`config.mk`:
```
export PLATFORM = sky130hd
export DESIGN_NAME = pcm_quantize_dither_clip
export DESIGN_NICKNAME = d
export VERILOG_FILES = /design/src/rtl/pqdc_pkg.sv /design/src/rtl/pcm_quantize_dither_clip.sv
export SDC_FILE = /design/constraint.sdc
export NUM_CORES = 2
export LEC_CHECK = 0
export BUFFER_PORTS_ARGS = -buffer_cell sky130_fd_sc_hd__buf_4
export CORE_MARGIN = 4
export CORE_UTILIZATION = 46
export CTS_BUF_LIST = sky130_fd_sc_hd__clkbuf_16
export DETAILED_ROUTE_END_ITERATION = 7
export GPL_TIMING_DRIVEN = 1
export PLACE_DENSITY = 0.72
export SLEW_MARGIN = 10
export SYNTH_ARGS = -nofsm -noshare
export SYNTH_HDL_FRONTEND = slang
export SYNTH_SLANG_ARGS = --single-unit
```
`constraint.sdc`:
```
create_clock -name i_clk -period 18.9 [get_ports i_clk]
set_clock_uncertainty 0.1 [all_clocks]
set_input_delay 0.945 -clock i_clk [delete_from_list [all_inputs] [get_ports i_clk]]
set_output_delay 0.945 -clock i_clk [all_outputs]
set_load 0.05 [all_outputs]
```
`src/rtl/pqdc_pkg.sv`:
```
package pqdc_pkg;

    // Fixed-point format of the incoming samples
    localparam int FRAC_BITS    = 28;
    localparam int NUM_CHANNELS = 2;

    // Channel index width, at least one bit
    localparam int CH_W = (NUM_CHANNELS > 1) ? $clog2(NUM_CHANNELS) : 1;

    // Working width: sample plus three feedback taps plus rounding and noise
    localparam int SW = 36;

    // Widest discarded field (8-bit output) and the shift amount width
    localparam int NZ_W = FRAC_BITS - 7;
    localparam int SH_W = 5;

    // Field widths of the block's ports
    localparam int SAMPLE_W = 32;
    localparam int WORD_W   = 32;
    localparam int ERR_W    = 32;
    localparam int CNT_W    = 32;
    localparam int PEAK_W   = FRAC_BITS + 1;
    localparam int PEAKO_W  = 29;
    localparam int EXC_W    = 31;

    // Clip limits: [-1, 1 - 2^-FRAC_BITS]
    localparam logic signed [SW-1:0] CLIP_HI = SW'((64'sd1 <<< FRAC_BITS) - 64'sd1);
    localparam logic signed [SW-1:0] CLIP_LO = -CLIP_HI - SW'(1);

    // Saturation limits
    localparam logic [EXC_W-1:0]     EXC_MAX   = {EXC_W{1'b1}};
    localparam logic signed [SW-1:0] EXC_MAX_W = SW'(EXC_MAX);
    localparam logic signed [SW-1:0] ERR_MAX_W = SW'(64'sd2147483647);
    localparam logic signed [SW-1:0] ERR_MIN_W = -ERR_MAX_W - SW'(1);

    // Noise generator constants
    localparam logic [31:0] LCG_MUL = 32'h0019660d;
    localparam logic [31:0] LCG_ADD = 32'h3c6ef35f;

    // Offset for the 8-bit offset binary format
    localparam logic [7:0] OFFSET_8 = 8'h80;

    // Register map (word index)
    localparam logic REG_RESOLUTION = 1'b0;
    localparam logic REG_DITHER     = 1'b1;

    typedef enum logic [1:0] {
        RES_8  = 2'd0,
        RES_16 = 2'd1,
        RES_24 = 2'd2,
        RES_32 = 2'd3
    } t_res;

    // Number of fraction bits dropped by the quantizer
    function automatic logic [SH_W-1:0] quant_shift(input t_res rc);
        logic [SH_W-1:0] sh;
        case (rc)
            RES_8:   sh = SH_W'(FRAC_BITS - 7);
            RES_16:  sh = SH_W'(FRAC_BITS - 15);
            default: sh = SH_W'(FRAC_BITS - 23);
        endcase
        return sh;
    endfunction

endpackage

```
`src/rtl/pcm_quantize_dither_clip.sv`:
```
// PCM quantizer with optional noise-shaped dither and clip/peak tracking.
//
// Input channel: i_in_valid / o_in_stall carry one sample beat (sample, channel
// tag, block end mark). Output channel: o_out_valid / i_out_stall carry one
// result beat (packed PCM word, tags, clip flag and the running clip count,
// peak level and peak excess after this sample).
// A beat moves at a rising edge with valid high and stall low.
//
// The result of a sample held in the input register is loaded into the output
// register when that register is empty or its beat is taken, and is then offered
// as the result beat. One sample is taken per cycle while the receiver does not
// stall: the per-channel dither state and the shared clip statistics are
// read and written within the single compute stage, so back-to-back samples
// of the same channel need no bubbles. The noise generator runs one step
// ahead in a register, keeping its multiplier off the sample path.
// When the receiver stalls, the output register holds its beat and the input
// register still takes one more sample; o_in_stall rises only when both are
// full and the output is stalled.
// Reset (synchronous, active low) empties both stages, resets all dither state,
// clears the statistics, and sets 16-bit output with plain rounding.
// Registers: byte 0 resolution code, byte 4 dither enable.
module pcm_quantize_dither_clip
    import pqdc_pkg::*;
(
    input  logic                       i_clk,
    input  logic                       i_rst_n,

    input  logic                       i_in_valid,
    output logic                       o_in_stall,
    input  logic signed [SAMPLE_W-1:0] i_sample_in,
    input  logic                       i_channel,
    input  logic                       i_block_end,

    output logic                       o_out_valid,
    input  logic                       i_out_stall,
    output logic [WORD_W-1:0]          o_pcm_word,
    output logic                       o_channel_out,
    output logic                       o_block_end_out,
    output logic                       o_was_clipped,
    output logic [CNT_W-1:0]           o_clip_total,
    output logic [PEAKO_W-1:0]         o_peak_level,
    output logic [EXC_W-1:0]           o_peak_excess,

    input  logic                       psel,
    input  logic                       penable,
    input  logic                       pwrite,
    input  logic [2:0]                 paddr,
    input  logic [31:0]                pwdata,
    output logic [31:0]                prdata,
    output logic                       pready
);

    // Configuration
    t_res r_res;
    logic r_dither;

    // Input stage
    logic                       r_in_valid;
    logic signed [SAMPLE_W-1:0] r_sample;
    logic                       r_ch;
    logic                       r_be;

    // Output stage
    logic              r_out_valid;
    logic [WORD_W-1:0] r_word;
    logic              r_ch_out;
    logic              r_be_out;
    logic              r_clipped;

    // Per-channel dither state
    logic signed [ERR_W-1:0] r_err_now  [NUM_CHANNELS];
    logic signed [ERR_W-1:0] r_err_prev [NUM_CHANNELS];
    logic signed [ERR_W-1:0] r_err_old  [NUM_CHANNELS];
    logic [NZ_W-1:0]         r_seed     [NUM_CHANNELS];
    logic [NZ_W-1:0]         r_rnd      [NUM_CHANNELS];

    // Shared statistics
    logic [CNT_W-1:0]  r_clip_cnt;
    logic [PEAK_W-1:0] r_peak;
    logic [EXC_W-1:0]  r_exc;

    // Handshake
    logic w_adv;
    logic w_accept;
    logic w_load;
    logic w_cfg_wr;

    // Datapath
    logic [CH_W-1:0]        w_ch;
    logic [SH_W-1:0]        w_sh;
    logic signed [SW-1:0]   w_half;
    logic [SW-1:0]          w_low_mask;
    logic [NZ_W-1:0]        w_nz_mask;
    logic signed [SW-1:0]   w_s_raw;
    logic signed [SW-1:0]   w_fb;
    logic signed [SW-1:0]   w_s;
    logic signed [SW-1:0]   w_noise;
    logic signed [SW-1:0]   w_v;
    logic signed [SW-1:0]   w_pk;
    logic                   w_ge;
    logic                   w_lt;
    logic                   w_over;
    logic                   w_under;
    logic                   w_clipped;
    logic signed [SW-1:0]   w_vc;
    logic signed [SW-1:0]   w_vq;
    logic signed [SW-1:0]   w_e;
    logic signed [SW-1:0]   w_sc;
    logic signed [SW-1:0]   w_err;
    logic [WORD_W-1:0]      w_word;
    logic signed [ERR_W-1:0] w_now_half;
    logic [2*NZ_W-1:0]      w_prod;

    logic [CNT_W-1:0]        n_clip_cnt;
    logic [PEAK_W-1:0]       n_peak;
    logic [EXC_W-1:0]        n_exc;
    logic signed [ERR_W-1:0] n_err_now;
    logic [NZ_W-1:0]         n_rnd;

    // Handshake: output moves when empty or taken, input follows it
    assign w_adv      = !r_out_valid || !i_out_stall;
    assign w_load     = r_in_valid && w_adv;
    assign o_in_stall = r_in_valid && !w_adv;
    assign w_accept   = i_in_valid && !o_in_stall;

    // APB register port
    assign pready   = 1'b1;
    assign w_cfg_wr = psel && penable && pwrite && pready;

    always_ff @(posedge i_clk) begin
        if (!i_rst_n) begin
            r_res    <= RES_16;
            r_dither <= 1'b0;
        end else if (w_cfg_wr) begin
            case (paddr[2])
                REG_RESOLUTION: r_res    <= t_res'(pwdata[1:0]);
                REG_DITHER:     r_dither <= pwdata[0];
                default:        r_dither <= r_dither;
            endcase
        end
    end

    always_comb begin
        case (paddr[2])
            REG_RESOLUTION: prdata = {30'b0, r_res};
            REG_DITHER:     prdata = {31'b0, r_dither};
            default:        prdata = '0;
        endcase
    end

    // Valid flags of both stages
    always_ff @(posedge i_clk) begin
        if (!i_rst_n) begin
            r_in_valid  <= 1'b0;
            r_out_valid <= 1'b0;
        end else begin
            if (w_accept) begin
                r_in_valid <= 1'b1;
            end else if (w_adv) begin
                r_in_valid <= 1'b0;
            end
            if (w_adv) begin
                r_out_valid <= r_in_valid;
            end
        end
    end

    // Capture the input beat
    always_ff @(posedge i_clk) begin
        if (w_accept) begin
            r_sample <= i_sample_in;
            r_ch     <= i_channel;
            r_be     <= i_block_end;
        end
    end

    // Add feedback and noise when dithering, then round
    always_comb begin
        w_ch       = (int'(r_ch) >= NUM_CHANNELS) ? CH_W'(NUM_CHANNELS - 1) : CH_W'(r_ch);
        w_sh       = quant_shift(r_res);
        w_half     = SW'(1) <<< (w_sh - SH_W'(1));
        w_low_mask = (SW'(1) << w_sh) - SW'(1);
        w_nz_mask  = NZ_W'(w_low_mask);
        w_s_raw    = SW'(r_sample);
        w_fb       = SW'(r_err_now[w_ch]) - SW'(r_err_prev[w_ch]) + SW'(r_err_old[w_ch]);
        w_noise    = $signed(SW'(r_rnd[w_ch] & w_nz_mask))
                   - $signed(SW'(r_seed[w_ch] & w_nz_mask));
        w_s        = r_dither ? (w_s_raw + w_fb) : w_s_raw;
        w_v        = w_s + w_half + (r_dither ? w_noise : SW'(0));
    end

    // Clip, count clips and track the shared peaks
    always_comb begin
        w_pk      = $signed(SW'(r_peak));
        w_ge      = (w_v >= w_pk);
        w_lt      = (w_v < -w_pk);
        w_over    = (w_v > CLIP_HI);
        w_under   = (w_v < CLIP_LO);
        w_clipped = w_over || w_under;
        w_vc      = w_over ? CLIP_HI : (w_under ? CLIP_LO : w_v);
        w_e       = w_over ? (w_v - CLIP_HI) : (CLIP_LO - w_v);

        n_clip_cnt = w_clipped ? (r_clip_cnt + CNT_W'(1)) : r_clip_cnt;
        if (w_ge) begin
            n_peak = PEAK_W'(w_vc);
        end else if (w_lt) begin
            n_peak = PEAK_W'(-w_vc);
        end else begin
            n_peak = r_peak;
        end
        if (w_clipped && (w_e > $signed(SW'(r_exc)))) begin
            n_exc = (w_e > EXC_MAX_W) ? EXC_MAX : EXC_W'(w_e);
        end else begin
            n_exc = r_exc;
        end
    end

    // Quantize and pack the word
    always_comb begin
        w_vq = w_vc >>> w_sh;
        case (r_res)
            RES_8:   w_word = {24'b0, w_vq[7:0] ^ OFFSET_8};
            RES_16:  w_word = {16'b0, w_vq[15:0]};
            RES_24:  w_word = {8'b0, w_vq[23:0]};
            default: w_word = {w_vq[23:0], 8'b0};
        endcase
    end

    // Next shaping error and the noise generator step
    always_comb begin
        if (w_clipped) begin
            w_sc = (w_s > CLIP_HI) ? CLIP_HI : ((w_s < CLIP_LO) ? CLIP_LO : w_s);
        end else begin
            w_sc = w_s;
        end
        w_err = w_sc - (w_vc & $signed(~w_low_mask));
        if (w_err > ERR_MAX_W) begin
            n_err_now = ERR_W'(ERR_MAX_W);
        end else if (w_err < ERR_MIN_W) begin
            n_err_now = ERR_W'(ERR_MIN_W);
        end else begin
            n_err_now = ERR_W'(w_err);
        end
        // Halve toward zero
        w_now_half = (r_err_now[w_ch] + $signed(ERR_W'(r_err_now[w_ch][ERR_W-1]))) >>> 1;
        w_prod     = r_rnd[w_ch] * NZ_W'(LCG_MUL);
        n_rnd      = NZ_W'(w_prod) + NZ_W'(LCG_ADD);
    end

    // Update dither state (while dithering) and statistics as the result is loaded
    always_ff @(posedge i_clk) begin
        if (!i_rst_n) begin
            for (int i = 0; i < NUM_CHANNELS; i++) begin
                r_err_now[i]  <= '0;
                r_err_prev[i] <= '0;
                r_err_old[i]  <= '0;
                r_seed[i]     <= '0;
                r_rnd[i]      <= NZ_W'(LCG_ADD);
            end
            r_clip_cnt <= '0;
            r_peak     <= '0;
            r_exc      <= '0;
        end else if (w_load) begin
            if (r_dither) begin
                r_err_now[w_ch]  <= n_err_now;
                r_err_prev[w_ch] <= w_now_half;
                r_err_old[w_ch]  <= r_err_prev[w_ch];
                r_seed[w_ch]     <= r_rnd[w_ch];
                r_rnd[w_ch]      <= n_rnd;
            end
            r_clip_cnt <= n_clip_cnt;
            r_peak     <= n_peak;
            r_exc      <= n_exc;
        end
    end

    // Hold the result beat
    always_ff @(posedge i_clk) begin
        if (w_load) begin
            r_word    <= w_word;
            r_ch_out  <= r_ch;
            r_be_out  <= r_be;
            r_clipped <= w_clipped;
        end
    end

    assign o_out_valid     = r_out_valid;
    assign o_pcm_word      = r_word;
    assign o_channel_out   = r_ch_out;
    assign o_block_end_out = r_be_out;
    assign o_was_clipped   = r_clipped;
    assign o_clip_total    = r_clip_cnt;
    assign o_peak_level    = PEAKO_W'(r_peak);
    assign o_peak_excess   = r_exc;

`ifndef SYNTHESIS
    // Upstream is held off only when both stages are full
    a_stall_full: assert property (@(posedge i_clk) disable iff (!i_rst_n)
        o_in_stall |-> (r_in_valid && r_out_valid))
        else $error("input stalled while a stage is free");

    // Peak level never exceeds unity
    a_peak_range: assert property (@(posedge i_clk) disable iff (!i_rst_n)
        r_peak <= PEAK_W'(CLIP_HI + SW'(1)))
        else $error("peak level beyond unity");

    // Clip count moves by at most one per cycle
    a_cnt_step: assert property (@(posedge i_clk) disable iff (!i_rst_n)
        $past(i_rst_n) |-> (r_clip_cnt == $past(r_clip_cnt)
                            || r_clip_cnt == $past(r_clip_cnt) + CNT_W'(1)))
        else $error("clip count jumped");

    // A clipped sample bumps the count
    a_cnt_clip: assert property (@(posedge i_clk) disable iff (!i_rst_n)
        ($past(i_rst_n) && $past(w_load && w_clipped))
            |-> (r_clip_cnt == $past(r_clip_cnt) + CNT_W'(1)))
        else $error("clipped sample not counted");
`endif

endmodule

```
==> summary.md <==
| Metric | Value |
|---|---|
| Outcome | `finished clean` |
| Worst Max-Slew Pin Slew | `1250 ps` |
| Nets | `4530` |
| Overall power | `3.61 mW` |
| Routed vias/inst | `5.72` |
| Crit-path max cell delay | `950 ps` |
| Area delta synth->final | `10.5%` |
| Startpoint type of the worst setup path | `flop` |
| Register area share after synthesis | `33.6%` |
| Chip Height | `289 um` |
| Yosys warns | `0` |
| Crit Path Max Fanout | `63` |
| Worst Setup End Kind | `flop` |
| # rows | `102` |
| First-pass GRT wire length | `155 mm` |
| Syn_area_per_cell | `9.40 um^2` |
| Hold Vio Cnt, Final | `0` |
| Total gr overflow | `0` |
| # hold bufs at CTS | `0` |
| Hold Crit Class | `flop to flop` |
| Port bufs | `174` |
| Register Area | `12200 um^2` |
| Detail Route Antenna Nets | `0` |
| Reg-to-reg slack, setup | `3500 ps` |
| CP Data Required Time | `19110 ps` |
| Wire per inst | `19.6 um` |
| GRT Util Overall | `23.3%` |
| Largest net degree at the start of global routing | `83` |
| Clock sink count | `439` |
| Power Dens Cells | `90.1 nW/um^2` |
| Clock slew at reported path FFs | `60 ps` |
| Multi-input gate area | `21900 um^2` |
| Kind of critical path | `flop to flop` |
| Leakage power | `17.4 nW` |
| Layout cells sized above 1 | `10.4%` |
| Min cycle time layout | `15400 ps` |
| Most common cell after layout, fill and taps aside | `inv_1` |
| Clock Latency Late Sink | `610 ps` |
| Slew Limit Fails | `0` |
| Number of global-route vias before repair | `27700` |
| Initial Utilization | `46.6%` |
| Number of fill cells | `7125` |
| Core area | `77800 um^2` |
| Reg2Reg Depth | `46` |
| Max-slew headroom | `16.0%` |
| Via count | `28900` |
| CTS tree | `done` |
| Setup Buffers After CTS | `0` |
| Initial DRC count | `2184` |
| Die area | `83400 um^2` |
| DP HPWL | `74.6 mm` |
| FFs w/ async S/R, synth | `0%` |
| Worst vdd rail ir drop | `0.0713 mV` |
| GP Congestion | `0.951` |
| Post-Synthesis Cells | `3858` |
| Crit share post-route | `81.5%` |
| Clock buffer depth | `3` |
| Yosys reg bits | `439` |
| Commonest non-fill, non-tap cells in the layout | `400 x inv_1, 384 x nor2_1, 355 x ha_1` |
| Maximum level of the CTS H-tree | `2` |
| Maxcap violations | `0` |
| Drt drc | `0` |
| Critical path data arrival time | `15610 ps` |
| RSZ-0062 raised after global routing | `no` |
| Die width | `289 um` |
| Root Buffer | `clkbuf_16` |
| PnR worst setup slack | `3500 ps` |
| DRT Pass-1 Iters | `6` |
| Hold Path Depth | `0` |
| Setup TNS | `0 ps` |
| Fmax | `0.0649 GHz` |
| Post-Syn Area | `36300 um^2` |
| EDFF count, synth | `341` |
| WL final | `99.0 mm` |
| IO Pins | `238` |
| Count of final setup violators | `0` |
| Netlist cell types | `94` |
| Main synth FF type | `edfxtp_1` |
| CTS buffer count | `51` |
| Initial antenna violation count | `1` |
| CTS-repair resized insts | `0` |
| Setup WS pre-CTS | `3740 ps` |
| Critical-path cell with the highest stage delay | `dfxtp_4` |
-- worst paths after layout --
check                               startpoint                             to
worst min-delay path            r_be$_DFFE_PP_      o_block_end_out$_DFFE_PP_
worst max register to register            flop  r_err_now[1][1]$_SDFFCE_PN0P_
worst max-delay path                      flop  r_err_now[1][1]$_SDFFCE_PN0P_
worst min register to register  r_be$_DFFE_PP_      o_block_end_out$_DFFE_PP_
-- cell families after synthesis --
family          after synthesis  synth area share (%)
fa+ha+maj                   482                  19.3
buf+inv                     582                  6.52
compound gates              815                  15.2
xor+xnor                    236                  5.70
mux                         173                  5.03
other cells                   2                0.0207
simple gates               1129                  14.7
flops                       439                  33.6
-- final cells by class --
type	instances	area share, %
multi-input combinational	2867	54.6
antenna	3	0.0187
sequential	439	30.5
inverter	392	3.67
clock inverter	43	0.643
timing repair buffer	221	4.14
clock buffer	51	3.18
tap	1040	3.25
-- sequential cells by signal (all words and copies together), names as in the netlist, named ones only --
name / count
r_in_valid: 1
o_clip_total: 32
r_err_now: 64
r_err_prev: 62
r_sample: 32
r_ch: 1
o_out_valid: 1
o_was_clipped: 1
r_err_old: 62
o_block_end_out: 1
r_res: 2
o_pcm_word: 32
r_seed: 42
o_channel_out: 1
r_be: 1
r_rnd: 42
o_peak_excess: 31
r_dither: 1
o_peak_level: 29
-- where the power goes --
group          internal [mW]  leakage, nW  switching (mW)  total, mW
Combinational          0.613         12.4           0.969       1.58
Clock                  0.507        0.796           0.409      0.916
Sequential              1.08         4.17          0.0339       1.11
Total                   2.20         17.4            1.41       3.61
-- through the flow --
stage	hold WS (ps)	cells	area, um^2	utilization (%)
floorplan	300	3888	36400	-
global placement	307	4959	38500	49.5
detailed placement	318	4959	38500	49.5
CTS	332	5053	40100	51.5
global route	346	5053	40100	51.5
finish	325	5056	40100	51.5
-- cell usage after synthesis (21+ instances only) --
library cell | instances | share of area [%]
nor2b_1 | 50 | 0.86
a21oi_1 | 185 | 2.6
a31oi_1 | 27 | 0.47
mux2_2 | 74 | 2.3
a211oi_1 | 26 | 0.54
a21o_1 | 86 | 1.8
nand2b_1 | 29 | 0.50
xnor2_1 | 175 | 4.2
inv_1 | 387 | 4.0
nor3_1 | 71 | 0.98
o21ai_0 | 132 | 1.8
edfxtp_1 | 341 | 28
clkbuf_1 | 129 | 1.3
ha_1 | 355 | 12
nor4_1 | 21 | 0.36
fa_1 | 127 | 7.0
nand3_1 | 69 | 0.95
buf_4 | 31 | 0.64
mux2i_1 | 99 | 2.7
and3_1 | 29 | 0.50
and2_1 | 60 | 1.0
nor2_1 | 384 | 4.0
o21a_1 | 38 | 0.79
o22ai_1 | 80 | 1.4
o21ai_1 | 22 | 0.30
nand2_1 | 286 | 3.0
o221a_1 | 31 | 0.96
xor2_1 | 61 | 1.5
nand4_1 | 43 | 0.74
dfxtp_1 | 98 | 5.4
o211ai_1 | 22 | 0.46
or3_1 | 29 | 0.50
-- metal layers --
layer  up-vias  wire (um)  track usage (%)
li1      13800          -                -
met3       162       7900             3.89
met1     13900      43100             32.5
met2      1047      44300             36.8
met5         -          0                0
met4         0       3630             7.93
-- critical path, delay by kind of cell (launching register included) --
kind | cells | cell delay (ps)
XOR/XNOR | 2 | 370
multiplexers | 2 | 410
buffers and inverters | 6 | 2020
adder cells (fa/ha/maj) | 6 | 2610
AND/OR/NAND/NOR | 9 | 2420
flip-flops | 1 | 950
AO/OA/AOI/OAI | 21 | 6080
No activity file was read; power rests on OpenSTA's default activity.
